## src/wrip_pkg.sv

```systemverilog
// ----------------------------------------------------------------------------
// wrip_pkg
// Shared sizes, codes and types of the weighted row inner product unit.
// ----------------------------------------------------------------------------
package wrip_pkg;

  localparam int ROWS      = 256;
  localparam int MAX_BLOCK = 16;

  localparam int DATA_W    = 32;
  localparam int ENTRY_W   = 48;
  localparam int IDX_W     = 8;
  localparam int MODE_W    = 2;
  localparam int BU_W      = 5;
  localparam int CFG_IDX_W = 2;

  // Q30 fraction bits dropped after each multiply
  localparam int FRAC_W    = 30;
  localparam int PROD_W    = 2 * DATA_W;
  localparam int P_W       = PROD_W - FRAC_W;
  localparam int PROD2_W   = P_W + DATA_W;
  localparam int TERM_W    = PROD2_W - FRAC_W;
  // terms plus diagonal offset, with guard bits for MAX_BLOCK up to 64
  localparam int ACC_W     = ENTRY_W + 2;

  localparam int AW        = $clog2(ROWS * MAX_BLOCK);
  localparam int KW        = $clog2(MAX_BLOCK + 1);
  localparam int KIW       = (MAX_BLOCK > 1) ? $clog2(MAX_BLOCK) : 1;

  localparam int Q_DEPTH   = 2;
  localparam int QPW       = (Q_DEPTH > 1) ? $clog2(Q_DEPTH) : 1;
  localparam int QCW       = $clog2(Q_DEPTH + 1);

  localparam logic [BU_W-1:0] BLOCK_USED_RST = BU_W'(16);

  localparam logic [MODE_W-1:0] MODE_WR_BASIS  = 2'd0;
  localparam logic [MODE_W-1:0] MODE_WR_WEIGHT = 2'd1;
  localparam logic [MODE_W-1:0] MODE_QUERY     = 2'd2;

  localparam logic [CFG_IDX_W-1:0] REG_BLOCK_USED = 2'd0;
  localparam logic [CFG_IDX_W-1:0] REG_DIAG_ADD   = 2'd1;

  typedef enum logic [1:0] {
    OP_WR_BASIS,
    OP_WR_WEIGHT,
    OP_QUERY
  } op_e;

  typedef struct packed {
    op_e                      op;
    logic [IDX_W-1:0]         row;
    logic [IDX_W-1:0]         col;
    logic signed [DATA_W-1:0] value;
    logic                     last;
  } cmd_t;

endpackage

```

## src/wrip_queue.sv

```systemverilog
// ----------------------------------------------------------------------------
// wrip_queue
// Short command queue between the decode side and the datapath.
// ----------------------------------------------------------------------------
module wrip_queue (
  input  logic           clk_i,
  input  logic           rst_ni,
  input  logic           push_i,
  input  wrip_pkg::cmd_t cmd_i,
  output logic           full_o,
  output logic           valid_o,
  output wrip_pkg::cmd_t cmd_o,
  input  logic           pop_i
);

  wrip_pkg::cmd_t              mem_q [wrip_pkg::Q_DEPTH];
  logic [wrip_pkg::QPW-1:0]    wr_ptr_q, wr_ptr_d, rd_ptr_q, rd_ptr_d;
  logic [wrip_pkg::QCW-1:0]    cnt_q, cnt_d;
  logic                        do_push, do_pop;

  assign full_o  = (cnt_q == wrip_pkg::QCW'(wrip_pkg::Q_DEPTH));
  assign valid_o = (cnt_q != '0);
  assign cmd_o   = mem_q[rd_ptr_q];
  assign do_push = push_i && !full_o;
  assign do_pop  = pop_i && valid_o;

  always_comb begin
    wr_ptr_d = wr_ptr_q;
    rd_ptr_d = rd_ptr_q;
    cnt_d    = cnt_q;
    if (do_push) begin
      wr_ptr_d = (wr_ptr_q == wrip_pkg::QPW'(wrip_pkg::Q_DEPTH - 1)) ? '0 : wr_ptr_q + 1'b1;
    end
    if (do_pop) begin
      rd_ptr_d = (rd_ptr_q == wrip_pkg::QPW'(wrip_pkg::Q_DEPTH - 1)) ? '0 : rd_ptr_q + 1'b1;
    end
    if (do_push && !do_pop) begin
      cnt_d = cnt_q + 1'b1;
    end else if (do_pop && !do_push) begin
      cnt_d = cnt_q - 1'b1;
    end
  end

  always_ff @(posedge clk_i or negedge rst_ni) begin
    if (!rst_ni) begin
      wr_ptr_q <= '0;
      rd_ptr_q <= '0;
      cnt_q    <= '0;
    end else begin
      wr_ptr_q <= wr_ptr_d;
      rd_ptr_q <= rd_ptr_d;
      cnt_q    <= cnt_d;
    end
  end

  always_ff @(posedge clk_i) begin
    if (do_push) begin
      mem_q[wr_ptr_q] <= cmd_i;
    end
  end

endmodule

```

## config.mk

```make
export PLATFORM = sky130hd
export DESIGN_NAME = wrip_queue
export DESIGN_NICKNAME = d
export VERILOG_FILES = /design/src/wrip_pkg.sv /design/src/wrip_queue.sv
export SDC_FILE = /design/constraint.sdc
export NUM_CORES = 1
export LEC_CHECK = 0
export ABC_CLOCK_PERIOD_IN_PS = 3900
export BUFFER_PORTS_ARGS = -buffer_cell sky130_fd_sc_hd__buf_2
export CAP_MARGIN = 0
export CORE_MARGIN = 10
export CORE_UTILIZATION = 52
export CTS_CLUSTER_SIZE = 30
export DETAILED_ROUTE_END_ITERATION = 7
export PLACE_DENSITY = 0.79
export SYNTH_ARGS = -nofsm -noshare
export SYNTH_HDL_FRONTEND = slang
export SYNTH_SLANG_ARGS = --single-unit
```

## constraint.sdc

```tcl
create_clock -name clk_i -period 3.9 [get_ports clk_i]
set_clock_uncertainty 0.2 [all_clocks]
set_input_delay 0.39 -clock clk_i [delete_from_list [all_inputs] [get_ports clk_i]]
set_output_delay 0.39 -clock clk_i [all_outputs]
set_load 0.005 [all_outputs]
```

# Word level (Yosys, flattened, before mapping)
# Memory sizes are Yosys's and may differ from the RTL's.
# Index checks and enable logic that the tools add are counted.
dict set report classes {
  n_reduce_logical 9
  muxes 6
  n_eq_ne 1
  n_addsub 4
}
# operator n
set op_table {}
lappend op_table {{$logic_and 1x1->1} 4}
lappend op_table {{$mux 1} 4}
lappend op_table {{$mux 2} 2}
lappend op_table {{$reduce_bool 2->1} 2}
lappend op_table {{$logic_not 1->1} 3}
lappend op_table {{$add 1x1->1 const B} 2}
lappend op_table {{$add 2x1->2 const B} 1}
lappend op_table {{$eq 2x2->1 const B} 1}
lappend op_table {{$sub 2x1->2 const B} 1}
dict set report totals {
  regBits 4
  output_inout_bits 53
  memories 1
  in_bits 55
  ramBits 102
}
# name words word_bits read_ports rd_clocked_by_memory_dff wr line_no
set memory_table {}
lappend memory_table {mem_q 2 51 1 0 1 wrip_queue.sv:16} ;# wrip_pkg::cmd_t mem_q [wrip_pkg::Q_DEPTH];

# Longest topological paths before layout
dict set report depth {
  ltp_word 7
  mapped_depth 7
}

# Worst setup path before layout
# OpenSTA, ideal clock, no wires.
dict set report synth_timing {
  path_type {register to register}
  from {register cnt_q[0] (netlist name)}
  to {memory mem_q[0][0] (netlist name) (enable)}
  synth_period_minus_slack_ps 3422
  setup_slack_ps 478
  arrival_ps 2762
  path_stages_with_launch 4
  cell_sequence {dfrtp_1 > nand2b_1 > nand2_1 > nor2_1}
}
dict set report synth_via {
  elab_chain_len 5
}
# element line_no
set synth_rtl {}
lappend synth_rtl {{start: declaration} wrip_queue.sv:18} ;# logic [wrip_pkg::QCW-1:0] cnt_q, cnt_d;
lappend synth_rtl {{start signal: assignment} wrip_queue.sv:52} ;# cnt_q <= cnt_d;
lappend synth_rtl {{$eq 2x2->1} wrip_queue.sv:21} ;# assign full_o = (cnt_q == wrip_pkg::QCW'(wrip_pkg::Q_DEPTH));
lappend synth_rtl {{$logic_not 1->1} wrip_queue.sv:24} ;# assign do_push = push_i && !full_o;
lappend synth_rtl {{$logic_and 1x1->1} wrip_queue.sv:24}
lappend synth_rtl {{$mux 1} wrip_queue.sv:57} ;# if (do_push) begin
lappend synth_rtl {{$mux 1 (implied by the code)} wrip_queue.sv:58} ;# mem_q[wr_ptr_q] <= cmd_i;
lappend synth_rtl {{end: declaration} wrip_queue.sv:16}
# No other way between the ends.

==> impl_results.md <==
- Root buffer cell: clkbuf_8
- Residual DRC: 0
- WL final: 7120 um
- Clock sinks: 106
- Starting Density: 53.4%
- # placed instances: 383
- Pin count of the biggest net entering global routing: 53
- Via density: 4.80
- Grt ovf: 0
- Die H: 109 um
- Clock transition at the registers of the reported paths: 0.09 ns
- Worst slew pin tran: 0.938 ns
- Most frequent cell after synthesis: edfxtp_1
- Total of max-cap violations: 0
- Flops & latches, synth: 106
- Peak VDD IR: 0.000559 V
- Synth cell count leaders: edfxtp_1 (102), mux2_4 (49), buf_12 (5), dfrtp_1 (4), xnor2_1 (3)
- Synth top area share: 74.2%
- Critical Path AT: 1.97 ns
- CTS tree: yes
- P&R area growth vs syn: 19.4%
- Hold Vio Cnt, Final: 0
- Delay-heaviest family, CP: flip-flops
- Routability cong.: 0.676
- PortBufs: 107
- Worst Setup Start Kind: flop
- Mapped Cells: 178
- Max clock buf depth: 2
- Synth cell types: 15
- Setup-failing EPs final: 0
- Syn Nets: 234
- Final #Nets: 350
- Max_slew headroom: 37.5%
- Worst EP required: 3.31 ns
- Initial antenna violation count: 0
- Rows: 32
- Final worst path period share: 65.7%
- Largest stage delay, worst path: 1.06 ns
- Dpl ws: 1.57 ns
- Top FF cell, synth: edfxtp_1
- Ranking of synthesized cells by area: edfxtp_1 (74%), mux2_4 (18%), buf_12 (2.4%), dfrtp_1 (2.4%), xnor2_1 (0.64%)
- Crit path max fanout: 52
- Syn Std Cell Area: 4130 sq um
- EDFF count, synth: 102
- Pins Over Slew Limit: 0
- First-pass GRT wire length: 10800 um
- Minimum clock period: 2.56 ns
- Setup TNS: 0 ns
- DR WL/cell: 17.8 um
- H-tree depth: 3
- Pwr dens: 705 nW/um^2
- Final hold slack: 0.0199 ns
- Status: finished clean
- Hold/Removal Path Class: in2reg
- Critical Path End Type: primary output
- Post-synth top area cell: edfxtp_1
- Sequential area share after synthesis: 76.6%
- Crit-path cells: mux2_2 > buf_2
- Slowest CP cell: dfrtp_4
- Initial drt markers: 64
- Leakage: 2.00 nW
- First-pass iteration count of the detailed router: 4
- Ys Warns: 0
- CP Class: reg2out
- Fmax: 390 MHz
- Share of cells above drive strength 1: 58.5%
- RSZ-0062 raised after global routing: no
- Fin cells: 401
- Antenna Cells: 0
- Fill count: 568
- Ys async rst share: 3.77%
- Final ANT Viol Nets: 0
- Die W: 109 um
- Via count: 1923
- Num CTS Buffers: 9
- Die area: 11900 sq um
- WP buf/inv: 1
- Worst-skew pair later-pin latency: 0.35 ns
- IO Count: 108
- Syn Area/Cell: 23.2 sq um
- Final HPWL DP: 5150 um
- Core region area: 7730 sq um
- Vias in the first global route: 2156
- Setup Fix Bufs, Post-CTS: 0
- Worst Slack Setup Final: 1.34 ns
- GRT Overall Usage: 12.1%
[sequential cells by signal, indices dropped and copies added (netlist names)]
signal / cells
cnt_q: 2
rd_ptr_q: 1
wr_ptr_q: 1
mem_q: 102
[metrics by stage]
stage | util, % | instance area [sq um] | total power [mW]
after global routing | 63.8 | 4930 | 3.68
final | 63.8 | 4930 | 3.48
after global placement | 60.9 | 4710 | 2.82
after floorplan | - | 4130 | 2.53
after CTS | 63.7 | 4920 | 3.53
after detailed placement | 60.9 | 4710 | 2.85
[path summary, 6_finish.rpt]
path,startpoint,to,slack [ns],depth (start not counted)
setup / recovery,rd_ptr_q,cmd_o[34],1.34,2
hold / removal,cmd_i[33],mem_q[0][33],0.02,1
setup reg to reg,cnt_q[0],mem_q[0][32],1.59,4
hold reg to reg,cnt_q[1],cnt_q[1],0.31,1
max in group asynchronous,rst_ni,rd_ptr_q,3.20,2
min in group asynchronous,rst_ni,cnt_q[0],0.16,2
[where the power goes]
part | total, mW | switching [mW] | internal (mW)
Combinational | 1.02 | 0.387 | 0.628
Clock | 0.687 | 0.325 | 0.362
Sequential | 1.77 | 0.214 | 1.56
[cell usage in the layout, fill, tap and decap left out]
master         Yosys  routed
nand2b_1           1       1
edfxtp_1         102     102
mux2_4            49      49
dfrtp_4            0       1
clkinv_2           0       1
buf_4              0       2
xnor2_1            3       3
mux2_2             2       2
and3_2             0       1
bufinv_16          0       2
xor2_1             2       2
or2_1              1       1
ha_1               1       1
clkbuf_1           0       4
nor2_4             0       1
buf_2              0     107
clkbuf_8           0       9
inv_1              2       2
dfrtp_1            4       3
nor2_1             2       1
dlygate4sd3_1      0       2
nand2_1            2       2
[cell families after synthesis]
family,count (synthesis),synth area share (%)
flip-flops,106,76.6
multiplexers,51,18.4
buffers and inverters,8,2.88
AND/OR/NAND/NOR,7,0.818
XOR/XNOR,5,1.06
adder cells (fa/ha/maj),1,0.303
[per-layer routing]
| metal | GRT usage (%) | up-vias | share of wire, % |
|---|---|---|---|
| met4 | 5.65 | 0 | 1.5 |
| met5 | 0 | - | 0 |
| li1 | - | 916 | - |
| met3 | 5.60 | 9 | 10 |
| met1 | 12.9 | 926 | 38 |
| met2 | 20.0 | 72 | 50 |
[what timing repair did]
action / in CTS / in global routing
gates resized for setup: 0 / 0
hold endpoints to repair: 4 / 1
hold buffers: 1 / 1
[final cells by class]
class | instances | area (sq um) | share of cell area (%)
clock buffer | 13 | 139 | 2.82
clock inverter | 3 | 65.1 | 1.32
inverter | 2 | 7.51 | 0.152
multi-input combinational | 64 | 857 | 17.4
sequential | 106 | 3170 | 64.2
tap | 102 | 128 | 2.59
timing repair buffer | 111 | 571 | 11.6
(Power assumes the default switching activity.)
